===== src/rtl/core/device_presence_tracker_macros.svh =====
// ----------------------------------------------------------------------------
// Device presence tracker assertion macros
// Concurrent assertion wrappers, clocked on i_clk; empty for synthesis.
// ----------------------------------------------------------------------------
`ifndef DEVICE_PRESENCE_TRACKER_MACROS_SVH
`define DEVICE_PRESENCE_TRACKER_MACROS_SVH

`ifndef SYNTHESIS

// Check a property while out of reset
`define DPT_ASSERT(label, prop, msg) \
    label: assert property (@(posedge i_clk) disable iff (!i_rst_n) prop) else $error(msg);

// Check a property on every edge, reset included
`define DPT_ASSERT_ALWAYS(label, prop, msg) \
    label: assert property (@(posedge i_clk) prop) else $error(msg);

`else

`define DPT_ASSERT(label, prop, msg)
`define DPT_ASSERT_ALWAYS(label, prop, msg)

`endif

`endif


===== src/rtl/core/dpt_pkg.sv =====
// ----------------------------------------------------------------------------
// Device presence tracker package
// Sizes, item codes and the controller-to-datapath command type.
// ----------------------------------------------------------------------------
package dpt_pkg;

    localparam int MAX_DEVICES = 16;
    localparam int COUNT_W     = $clog2(MAX_DEVICES + 1);
    localparam int KIND_W      = 3;
    localparam int ADDR_W      = 48;
    localparam int RSSI_W      = 8;
    localparam int CTR_W       = 16;
    localparam int PRES_W      = 2;

    localparam logic [CTR_W-1:0] LIMIT_RESET = CTR_W'(20);

    typedef enum logic [KIND_W-1:0] {
        KIND_SCAN   = 3'd0,
        KIND_ADD    = 3'd1,
        KIND_REMOVE = 3'd2,
        KIND_TICK   = 3'd3,
        KIND_CLEAR  = 3'd4
    } t_kind;

    typedef enum logic [PRES_W-1:0] {
        PRES_NOT_TRACKING = 2'd0,
        PRES_ALONE        = 2'd1,
        PRES_NEARBY       = 2'd2
    } t_presence;

    typedef enum logic {
        ST_IDLE,
        ST_EXEC
    } t_state;

    typedef struct packed {
        logic load;   // capture the input item
        logic exec;   // apply the item to the table and load the result
    } t_cmd;

endpackage


===== src/rtl/core/dpt_ctrl.sv =====
// ----------------------------------------------------------------------------
// Device presence tracker controller
// Sequences capture and execution of one item and owns the result valid.
// ----------------------------------------------------------------------------
`include "device_presence_tracker_macros.svh"

module dpt_ctrl (
    input  logic        i_clk,
    input  logic        i_rst_n,
    input  logic        i_in_valid,
    output logic        o_in_ready,
    output logic        o_out_valid,
    input  logic        i_out_ready,
    output dpt_pkg::t_cmd o_cmd
);
    import dpt_pkg::*;

    t_state r_state, n_state;
    logic   r_out_valid, n_out_valid;
    logic   w_accept;
    logic   w_slot_free;

    assign w_accept    = i_in_valid && o_in_ready;
    assign w_slot_free = !r_out_valid || i_out_ready;

    always_comb begin
        n_state = r_state;
        case (r_state)
            ST_IDLE: begin
                if (i_in_valid) begin
                    n_state = ST_EXEC;
                end
            end
            ST_EXEC: begin
                // hold until the result register can take the new result
                if (w_slot_free) begin
                    n_state = ST_IDLE;
                end
            end
            default: n_state = ST_IDLE;
        endcase
    end

    always_comb begin
        o_in_ready = 1'b0;
        o_cmd      = '0;
        case (r_state)
            ST_IDLE: begin
                o_in_ready = 1'b1;
                o_cmd.load = i_in_valid;
            end
            ST_EXEC: begin
                o_cmd.exec = w_slot_free;
            end
            default: begin
                o_in_ready = 1'b0;
            end
        endcase
    end

    always_comb begin
        n_out_valid = r_out_valid;
        if (o_cmd.exec) begin
            n_out_valid = 1'b1;
        end else if (i_out_ready) begin
            n_out_valid = 1'b0;
        end
    end

    always_ff @(posedge i_clk) begin
        if (!i_rst_n) begin
            r_state     <= ST_IDLE;
            r_out_valid <= 1'b0;
        end else begin
            r_state     <= n_state;
            r_out_valid <= n_out_valid;
        end
    end

    assign o_out_valid = r_out_valid;

    `DPT_ASSERT(a_accept_to_exec, w_accept |=> (r_state == ST_EXEC), "accept not followed by exec")
    `DPT_ASSERT(a_exec_sets_valid, o_cmd.exec |=> o_out_valid, "exec did not raise result valid")
    `DPT_ASSERT(a_exec_no_overwrite, o_cmd.exec |-> (!r_out_valid || i_out_ready),
                "exec would overwrite a pending result")
    `DPT_ASSERT_ALWAYS(a_cmd_exclusive, !(o_cmd.load && o_cmd.exec), "load and exec together")

endmodule


===== src/rtl/core/dpt_datapath.sv =====
// ----------------------------------------------------------------------------
// Device presence tracker datapath
// Item register, device table cells with parallel compare, result register.
// ----------------------------------------------------------------------------
`include "device_presence_tracker_macros.svh"

module dpt_datapath (
    input  logic                           i_clk,
    input  logic                           i_rst_n,
    input  dpt_pkg::t_cmd                  i_cmd,
    input  logic                           i_cfg_we,
    input  logic [dpt_pkg::CTR_W-1:0]      i_cfg_wdata,
    input  logic [dpt_pkg::KIND_W-1:0]     i_kind,
    input  logic [dpt_pkg::ADDR_W-1:0]     i_address,
    input  logic signed [dpt_pkg::RSSI_W-1:0] i_rssi,
    input  logic signed [dpt_pkg::RSSI_W-1:0] i_threshold,
    output logic                           o_ok,
    output logic                           o_nearby,
    output logic [dpt_pkg::PRES_W-1:0]     o_presence,
    output logic [dpt_pkg::COUNT_W-1:0]    o_entry_count
);
    import dpt_pkg::*;

    // captured item
    logic [KIND_W-1:0]        r_kind;
    logic [ADDR_W-1:0]        r_addr;
    logic signed [RSSI_W-1:0] r_rssi;
    logic signed [RSSI_W-1:0] r_thr;

    logic [CTR_W-1:0]   r_limit;
    logic [COUNT_W-1:0] r_count, n_count;

    // table cells
    logic [ADDR_W-1:0]        r_ent_addr [MAX_DEVICES];
    logic signed [RSSI_W-1:0] r_ent_thr  [MAX_DEVICES];
    logic [CTR_W-1:0]         r_ent_ctr  [MAX_DEVICES];
    logic [ADDR_W-1:0]        n_ent_addr [MAX_DEVICES];
    logic signed [RSSI_W-1:0] n_ent_thr  [MAX_DEVICES];
    logic [CTR_W-1:0]         n_ent_ctr  [MAX_DEVICES];

    // result
    logic               r_ok, n_ok;
    logic               r_nearby, n_nearby;
    logic [PRES_W-1:0]  r_presence, n_presence;

    logic [MAX_DEVICES-1:0] w_valid;
    logic [MAX_DEVICES-1:0] w_match;
    logic [MAX_DEVICES-1:0] w_first;
    logic [MAX_DEVICES-1:0] w_from_hit;
    logic [MAX_DEVICES-1:0] w_strong;
    logic [MAX_DEVICES-1:0] w_absent;
    logic [MAX_DEVICES-1:0] w_append;
    logic                   w_hit;
    logic                   w_full;
    logic                   w_all_absent;

    always_comb begin
        for (int i = 0; i < MAX_DEVICES; i++) begin
            w_valid[i]  = COUNT_W'(i) < r_count;
            w_match[i]  = w_valid[i] && (r_ent_addr[i] == r_addr);
            w_strong[i] = r_rssi >= r_ent_thr[i];
            w_absent[i] = r_ent_ctr[i] > r_limit;
            w_append[i] = COUNT_W'(i) == r_count;
        end
    end

    // lowest matching cell, and every cell at or above it
    assign w_first      = w_match & (~w_match + MAX_DEVICES'(1));
    assign w_hit        = |w_match;
    assign w_from_hit   = w_hit ? ~(w_first - MAX_DEVICES'(1)) : '0;
    assign w_full       = r_count == COUNT_W'(MAX_DEVICES);
    assign w_all_absent = &(w_absent | ~w_valid);

    always_comb begin
        n_count    = r_count;
        n_ok       = 1'b0;
        n_nearby   = 1'b0;
        n_presence = PRES_NOT_TRACKING;
        for (int i = 0; i < MAX_DEVICES; i++) begin
            n_ent_addr[i] = r_ent_addr[i];
            n_ent_thr[i]  = r_ent_thr[i];
            n_ent_ctr[i]  = r_ent_ctr[i];
        end
        case (r_kind)
            KIND_SCAN: begin
                n_ok     = w_hit;
                n_nearby = |(w_first & w_strong);
                for (int i = 0; i < MAX_DEVICES; i++) begin
                    if (w_first[i] && w_strong[i]) begin
                        n_ent_ctr[i] = '0;
                    end
                end
            end
            KIND_ADD: begin
                n_ok = w_hit || !w_full;
                for (int i = 0; i < MAX_DEVICES; i++) begin
                    if (w_first[i] || (!w_hit && w_append[i])) begin
                        n_ent_addr[i] = r_addr;
                        n_ent_thr[i]  = r_thr;
                        n_ent_ctr[i]  = r_limit;
                    end
                end
                if (!w_hit && !w_full) begin
                    n_count = r_count + COUNT_W'(1);
                end
            end
            KIND_REMOVE: begin
                n_ok = w_hit;
                // shift every later cell down over the removed one
                for (int i = 0; i < MAX_DEVICES - 1; i++) begin
                    if (w_from_hit[i]) begin
                        n_ent_addr[i] = r_ent_addr[i+1];
                        n_ent_thr[i]  = r_ent_thr[i+1];
                        n_ent_ctr[i]  = r_ent_ctr[i+1];
                    end
                end
                if (w_hit) begin
                    n_count = r_count - COUNT_W'(1);
                end
            end
            KIND_TICK: begin
                n_ok = 1'b1;
                if (r_count != '0) begin
                    n_presence = w_all_absent ? PRES_ALONE : PRES_NEARBY;
                end
                for (int i = 0; i < MAX_DEVICES; i++) begin
                    if (w_valid[i] && (r_ent_ctr[i] != '1)) begin
                        n_ent_ctr[i] = r_ent_ctr[i] + CTR_W'(1);
                    end
                end
            end
            KIND_CLEAR: begin
                n_ok    = 1'b1;
                n_count = '0;
            end
            default: begin
                n_ok = 1'b0;
            end
        endcase
    end

    always_ff @(posedge i_clk) begin
        if (i_cmd.load) begin
            r_kind <= i_kind;
            r_addr <= i_address;
            r_rssi <= i_rssi;
            r_thr  <= i_threshold;
        end
        if (i_cmd.exec) begin
            r_ok       <= n_ok;
            r_nearby   <= n_nearby;
            r_presence <= n_presence;
            for (int i = 0; i < MAX_DEVICES; i++) begin
                r_ent_addr[i] <= n_ent_addr[i];
                r_ent_thr[i]  <= n_ent_thr[i];
                r_ent_ctr[i]  <= n_ent_ctr[i];
            end
        end
    end

    always_ff @(posedge i_clk) begin
        if (!i_rst_n) begin
            r_count <= '0;
            r_limit <= LIMIT_RESET;
        end else begin
            if (i_cmd.exec) begin
                r_count <= n_count;
            end
            if (i_cfg_we) begin
                r_limit <= i_cfg_wdata;
            end
        end
    end

    assign o_ok          = r_ok;
    assign o_nearby      = r_nearby;
    assign o_presence    = r_presence;
    assign o_entry_count = r_count;

    `DPT_ASSERT(a_count_bound, r_count <= COUNT_W'(MAX_DEVICES), "entry count above table size")
    `DPT_ASSERT(a_count_only_on_exec, !$past(i_cmd.exec) |-> $stable(r_count),
                "entry count changed without exec")
    `DPT_ASSERT(a_first_onehot, $onehot0(w_first), "more than one first match")

endmodule


===== src/rtl/core/device_presence_tracker.sv =====
// ----------------------------------------------------------------------------
// Device presence tracker
// Table of up to MAX_DEVICES device addresses with RSSI thresholds and
// absence counters; scan, add, remove, tick and clear items.
// ----------------------------------------------------------------------------
//  channel   direction  handshake                  payload
//  item      in         i_in_valid / o_in_ready    i_kind i_address i_rssi i_threshold
//  result    out        o_out_valid / i_out_ready  o_ok o_nearby o_presence o_entry_count
//  config    in         i_cfg_we                   i_cfg_wdata (alone limit)
//
//  Each item is captured first, then executed: all table cells compare in
//  parallel and the table and result register update.
//  One item is in flight at a time; the result register lets the next item be
//  captured while a result still waits, execution holds if it is not taken.
//  Reset empties the table and sets the alone limit to 20; no clearing pass.
// ----------------------------------------------------------------------------
module device_presence_tracker (
    input  logic                              i_clk,
    input  logic                              i_rst_n,
    input  logic                              i_in_valid,
    output logic                              o_in_ready,
    input  logic [dpt_pkg::KIND_W-1:0]        i_kind,
    input  logic [dpt_pkg::ADDR_W-1:0]        i_address,
    input  logic signed [dpt_pkg::RSSI_W-1:0] i_rssi,
    input  logic signed [dpt_pkg::RSSI_W-1:0] i_threshold,
    output logic                              o_out_valid,
    input  logic                              i_out_ready,
    output logic                              o_ok,
    output logic                              o_nearby,
    output logic [dpt_pkg::PRES_W-1:0]        o_presence,
    output logic [dpt_pkg::COUNT_W-1:0]       o_entry_count,
    input  logic                              i_cfg_we,
    input  logic [dpt_pkg::CTR_W-1:0]         i_cfg_wdata
);
    import dpt_pkg::*;

    t_cmd w_cmd;

    dpt_ctrl u_ctrl (
        .i_clk       (i_clk),
        .i_rst_n     (i_rst_n),
        .i_in_valid  (i_in_valid),
        .o_in_ready  (o_in_ready),
        .o_out_valid (o_out_valid),
        .i_out_ready (i_out_ready),
        .o_cmd       (w_cmd)
    );

    dpt_datapath u_datapath (
        .i_clk         (i_clk),
        .i_rst_n       (i_rst_n),
        .i_cmd         (w_cmd),
        .i_cfg_we      (i_cfg_we),
        .i_cfg_wdata   (i_cfg_wdata),
        .i_kind        (i_kind),
        .i_address     (i_address),
        .i_rssi        (i_rssi),
        .i_threshold   (i_threshold),
        .o_ok          (o_ok),
        .o_nearby      (o_nearby),
        .o_presence    (o_presence),
        .o_entry_count (o_entry_count)
    );

endmodule


===== config.mk =====
export PLATFORM = sky130hd
export DESIGN_NAME = device_presence_tracker
export DESIGN_NICKNAME = d
export VERILOG_FILES = /design/src/rtl/core/dpt_pkg.sv /design/src/rtl/core/dpt_ctrl.sv /design/src/rtl/core/dpt_datapath.sv /design/src/rtl/core/device_presence_tracker.sv
export VERILOG_INCLUDE_DIRS = /design/src /design/src/rtl/core
export SDC_FILE = /design/constraint.sdc
export NUM_CORES = 2
export LEC_CHECK = 0
export ABC_CLOCK_PERIOD_IN_PS = 7400
export BUFFER_PORTS_ARGS = -buffer_cell sky130_fd_sc_hd__buf_2
export CAP_MARGIN = 30
export CELL_PAD_IN_SITES_DETAIL_PLACEMENT = 0
export CELL_PAD_IN_SITES_GLOBAL_PLACEMENT = 1
export CORE_MARGIN = 2
export CORE_UTILIZATION = 53
export DETAILED_ROUTE_END_ITERATION = 7
export HOLD_SLACK_MARGIN = 0.06
export PLACE_DENSITY = 0.84
export SLEW_MARGIN = 25
export SYNTH_ARGS = -nofsm -noshare
export SYNTH_HDL_FRONTEND = slang
export SYNTH_SLANG_ARGS = --single-unit

===== constraint.sdc =====
create_clock -name i_clk -period 7.4 [get_ports i_clk]
set_clock_uncertainty 0.1 [all_clocks]
set_input_delay 1.48 -clock i_clk [delete_from_list [all_inputs] [get_ports i_clk]]
set_output_delay 1.48 -clock i_clk [all_outputs]
set_load 0.005 [all_outputs]

* After elaboration in Yosys (flattened, before gate mapping)
Memories as Yosys holds them, arrays and structs flattened.
Index checks and enable logic that the tools add are counted.
W data, S select, Z words.
** Storage, ports and cells
- Bits in registers :: 94
- Bits in writable memories :: 1152
- Output and inout bits :: 11
- Logic and storage cells :: 388
- Memories kept :: 3
** Cells by class
- $add $sub $neg :: 20
- Magnitude comparators :: 48
- Equality and inequality tests :: 54
- Mux-type cells :: 147
- Bitwise operators :: 7
- Reduce and logical (&&, ||, !) cells :: 98
** Memories
- u_datapath.r_ent_addr :: words 16, bits a word 48, rd ports 16, clocked after memory_dff 0, wr ports 16, RTL line dpt_datapath.sv:34 : logic [ADDR_W-1:0] r_ent_addr [MAX_DEVICES];
- u_datapath.r_ent_ctr :: words 16, bits a word 16, rd ports 16, clocked after memory_dff 0, wr ports 16, RTL line dpt_datapath.sv:36 : logic [CTR_W-1:0] r_ent_ctr [MAX_DEVICES];
- u_datapath.r_ent_thr :: words 16, bits a word 8, rd ports 16, clocked after memory_dff 0, wr ports 16, RTL line dpt_datapath.sv:35 : logic signed [RSSI_W-1:0] r_ent_thr [MAX_DEVICES];
** Operators by type and width (count)
- $mux W48 :: 32
- $pmux W720 S2 :: 1
- $mux W16 :: 63
- $pmux W240 S4 :: 1
- $eq A48 B48 Y1 :: 16
- $add A16 B1 Y16 const B :: 17
- $gt A16 B16 Y1 :: 16
- $mux W8 :: 32
- $ne A16 B16 Y1 const B :: 16
- $pmux W120 S2 :: 1
- $ge A8 B8 Y1 :: 16
- $logic_and A1 B1 Y1 :: 65
- $pmux W16 S3 :: 1
- $eq A4 B5 Y1 const A :: 8
- $lt A4 B5 Y1 const A :: 8
- $and A16 B16 Y16 :: 2
- $not A16 Y16 :: 2
- $reduce_or A16 Y1 :: 2
- $eq A3 B5 Y1 const A :: 4
- $lt A3 B5 Y1 const A :: 4
- $logic_or A1 B1 Y1 :: 18
- $or A16 B16 Y16 :: 1
- $reduce_and A16 Y1 :: 1
- $mux W15 :: 1
- 29 further kinds :: 46

* Logic depth before layout (Yosys ltp)
An unclocked memory read counts as a cell.
- Depth after elaboration :: 11
- Depth in mapped cells :: 13

* Hierarchy
Synthesis repeated with hierarchy kept, for this count alone.
** Second synthesis, totals
- Cell total of the unflattened synthesis :: 6131
- Area, all modules :: 71970.3 um2
** By module, submodules not included
- dpt_datapath :: instances 1, cells each 6121, area an instance 71860.2 um2, seq. area each 37145.6 um2
- dpt_ctrl :: instances 1, cells each 10, area an instance 110.1 um2, seq. area each 40.0 um2

* Worst setup path before layout
OpenSTA, ideal clock, no wires.
- Path kind :: input to register
- From :: input port i_out_ready
- To :: memory u_datapath.r_ent_addr[2][0] (enable)
- Data arrival time :: 6.185 ns
- Data required time :: 6.750 ns
- Setup slack :: 0.565 ns
- Stages :: 5
- Buffers on the path :: 0
- Cell sequence :: nand2b_1 -> nand2_1 -> inv_1 -> o21ai_1 -> nor3b_1
** RTL lines
- from (decl) :: RTL line device_presence_tracker.sv:27 : input logic i_out_ready,
- to (decl) :: RTL line dpt_datapath.sv:34

==> results.sh <==
export IMPL_dp_cells=8160
export IMPL_reg2reg_to="u_datapath.r_ent_addr[13][4]"
export IMPL_path_depth=11
export IMPL_grt_overflow=0
export IMPL_relSlewSlack=0.229
export IMPL_worstPathRequired_ns=7.81
export IMPL_die_width_microns=376
export IMPL_grt_pass1_wl_microns=423000
export IMPL_arrival_ns=6.67
export IMPL_antenna_found_initial=12
export IMPL_vias_per_cell=6.96
export IMPL_crit_type="reg2reg"
export IMPL_post_cts_buffers=0
export IMPL_gp_congestion=1.04
export IMPL_cts_htree_levels=4
export IMPL_cpLargestDelayFamily="simple AND/OR/NAND/NOR gates"
export IMPL_power_leakage_uw=0.0324
export IMPL_fin_nets=7011
export IMPL_hold_buffers=0
export IMPL_drc=0
export IMPL_grt_total_usage=0.423
export IMPL_seq_area_frac_synth=0.506
export IMPL_rows=136
export IMPL_via_count=58800
export IMPL_max_clock_freq_mhz=160
export IMPL_grt_pass1_vias=55700
export IMPL_cts_tree="done"
export IMPL_period_share=0.846
export IMPL_ir_drop_mv=0.203
export IMPL_worstSetupStartpoint="u_datapath.r_addr[34]"
export IMPL_cts_resized_gates=0
export IMPL_status="finished, final reports clean"
export IMPL_syn_nets=6944
export IMPL_critPathBufInv=2
export IMPL_layout_drive_gt1_share=0.0965
export IMPL_clock_path_buffers=3
export IMPL_synth_ff_type="edfxtp_1"
export IMPL_die_area_sq_um=142000
export IMPL_worstReg2RegStart="u_datapath.r_addr[34]"
export IMPL_fin_util=0.594
export IMPL_clkSinkCount=1246
export IMPL_worstSetupStartpointType="register"
export IMPL_fin_tns_setup_ns=0
export IMPL_drtIter0Drc=9242
export IMPL_rsz0062_at_grt="no"
export IMPL_crit_path_max_fanout=16
export IMPL_slew_viol_final=0
export IMPL_die_height_microns=376
export IMPL_first_pass_iters=6
export IMPL_synth_cell_types=91
export IMPL_initial_core_util=0.534
export IMPL_end_kind="register"
export IMPL_syn_to_final_growth_pct=11.3
export IMPL_final_cells=8445
export IMPL_grt_max_degree=228
export IMPL_synth_seq_cells=1246
export IMPL_routed_wl_microns=306000
export IMPL_rr_worst_depth=11
export IMPL_cts_clk_slew_worst_paths_ns=0.06
export IMPL_numPortBuffers=98
export IMPL_crit_slowest_cell="edfxtp_1"
export IMPL_place_hpwl_microns=220000
export IMPL_netlist_instances=6451
export IMPL_cap_violations=0
export IMPL_fin_crit_ns=6.26
export IMPL_wire_per_inst_microns=36.2
export IMPL_ys_warn_count=0
export IMPL_avgSynthCellArea_sq_um=11.4
export IMPL_hp_class="reg2reg"
export IMPL_ant_nets=0
export IMPL_numCtsBuffers=143
export IMPL_postSynth_asyncResetShare=0
export IMPL_core_area_sq_um=138000
export IMPL_io_pins=99
export IMPL_worst_slew_pin_slew_ns=1.16
export IMPL_slowest_delay_ns=1.06
export IMPL_clockRootBuffer="clkbuf_16"
export IMPL_setup_violations=0
export IMPL_fillers=11400
export IMPL_insertion_delay_ns=0.83
export IMPL_crit_end="u_datapath.r_ent_addr[13][4]"
export IMPL_reg2reg_slack_ns=1.14
export IMPL_finalHoldViolCount=0
export IMPL_synth_edff_count=1223
export IMPL_synthesis_area_sq_um=73500
export IMPL_path_cells="buf_4 -> xnor2_1 -> nand4_1 -> nor4_2 -> nand4_1 -> a2111oi_1 -> nand3_1 -> nand4b_2 -> nand4b_1 -> a31oi_4 -> buf_4"
export IMPL_p_per_area_nw_per_um2=223
-- worst register-to-register path: cells and delay by family, from the launching register on --
family,cells,cell delay [ns]
buffers and inverters,2,0.89
xor gates and xnor gates,1,0.20
AOI/OAI and AO/OA,2,1.58
and+or+nand+nor,6,2.12
DFF,1,1.06
-- per-stage QoR --
| stage | hold slack [ns] | instance area, sq um | setup WS, ns | power, uW |
|---|---|---|---|---|
| 6_report | 0.349 | 81800 | 1.14 | 18200 |
| 5_1_grt | 0.354 | 81800 | 1.15 | 18600 |
| 4_1_cts | 0.353 | 81600 | 1.37 | 18100 |
| 3_5_place_dp | 0.337 | 76700 | 1.36 | 10700 |
| 3_3_place_gp | 0.325 | 76300 | 1.26 | 10700 |
| 2_1_floorplan | 0.317 | 73500 | 0.565 | 9720 |
-- kinds of logic (layout without fill, tap and decap cells) --
| family | Yosys count | count (layout) | synth area share |
|---|---|---|---|
| xor+xnor | 985 | 985 | 0.117 |
| simple gates | 1467 | 1467 | 0.111 |
| flops | 1246 | 1246 | 0.506 |
| mux | 16 | 16 | 0.00218 |
| buf+inv | 603 | 787 | 0.0357 |
| compound gates | 1729 | 1729 | 0.159 |
| other cells | 0 | 16 | 0 |
| fa+ha+maj | 405 | 405 | 0.0689 |
-- cell type report --
type	instances	area, sq um	area share
Sequential cell	1246	37200	0.455
Multi-Input combinational cell	4602	34100	0.417
Clock buffer	166	3740	0.0457
Timing Repair Buffer	333	2620	0.0320
Tap cell	1794	2240	0.0274
Clock inverter	96	1160	0.0142
Inverter	192	721	0.00881
Antenna cell	16	40.0	0.000489
-- how the worst min path moves through the flow --
stage                        startpoint                          end  slack (ns)  cells past startpoint
finish              u_datapath.r_thr[1]  u_datapath.r_ent_thr[15][1]        0.35                      0
global route        u_datapath.r_thr[1]  u_datapath.r_ent_thr[15][1]        0.35                      0
CTS                 u_datapath.r_thr[1]  u_datapath.r_ent_thr[15][1]        0.35                      0
detailed placement  u_datapath.r_thr[1]  u_datapath.r_ent_thr[15][1]        0.34                      0
global placement    u_datapath.r_thr[0]  u_datapath.r_ent_thr[15][0]        0.33                      0
floorplan           u_datapath.r_thr[0]  u_datapath.r_ent_thr[15][0]        0.32                      0
-- routing by layer --
metal / GRT usage / part of all wire / vias up
li1: - / - / 24300
met1: 0.555 / 0.38 / 29300
met5: 0 / 0.00012 / -
met3: 0.126 / 0.12 / 938
met2: 0.624 / 0.43 / 4227
met4: 0.241 / 0.067 / 6
-- registers in the layout, summed over array words and instances (netlist names), 5 cells and up --
signal,cells
u_datapath.r_ent_thr,128
u_datapath.r_addr,48
u_datapath.r_ent_addr,768
u_datapath.r_rssi,8
u_datapath.o_entry_count,5
u_datapath.r_limit,16
u_datapath.r_ent_ctr,256
u_datapath.r_thr,8
-- cells in the final DEF (no fill, tap or decap), drive strengths merged, types with 17 or more instances in the layout --
master,count
edfxtp,1223
a21o,899
xor2,613
ha,405
xnor2,372
buf,333
a21oi,295
o21ai,282
nor4,255
nand4,244
nand2,212
nor2,197
inv,196
nand3,166
clkbuf,166
nor3,77
clkinv,65
nor2b,64
and2,62
nand2b,51
o21a,45
and3,42
dfxtp,23
o211ai,21
o22ai,20
o221ai,19
a211oi,19
bufinv,18
a31oi,18
a221o,17
a22oi,17
or4,17
-- cells in the mapped netlist, types with 7 or more instances --
library cell  count  area share
nand2b_1         51      0.0043
and3_1           42      0.0036
clkbuf_1        277       0.014
buf_6            18      0.0028
a211oi_1         19      0.0019
mux2i_1          16      0.0022
a221o_1          17      0.0023
o21ai_0         273       0.019
a31oi_1          18      0.0015
nor4_1          250       0.021
nor3_1           74      0.0050
and4_1           15      0.0018
o21a_1           45      0.0046
a21o_1          899       0.092
or4_1            17      0.0017
edfxtp_1       1223        0.50
and2_1           27      0.0023
nand3_1         165       0.011
nand4b_1         11      0.0013
o21ai_1           9     0.00061
xor2_1          613       0.073
nand2_1         212       0.011
a22oi_1          17      0.0017
o2111ai_1         8     0.00095
nand4_1         244       0.021
buf_1            28      0.0014
a21oi_1         290       0.020
ha_1            405       0.069
and2_0           34      0.0029
buf_2            46      0.0031
inv_1           192      0.0098
xnor2_1         372       0.044
or3_1             7     0.00060
dfxtp_1          23      0.0063
nor2b_1          64      0.0054
o22ai_1          20      0.0017
buf_4            41      0.0042
a2111oi_0         8     0.00095
o221ai_1         19      0.0023
o211ai_1         21      0.0021
nor2_1          194      0.0099
nor4b_1          14      0.0017
-- power breakdown --
group	total [uW]	switching, uW	internal (uW)
Combinational	2420	1610	804
Sequential	8290	262	8030
Clock	7500	3200	4300
(Power assumes the default switching activity.)
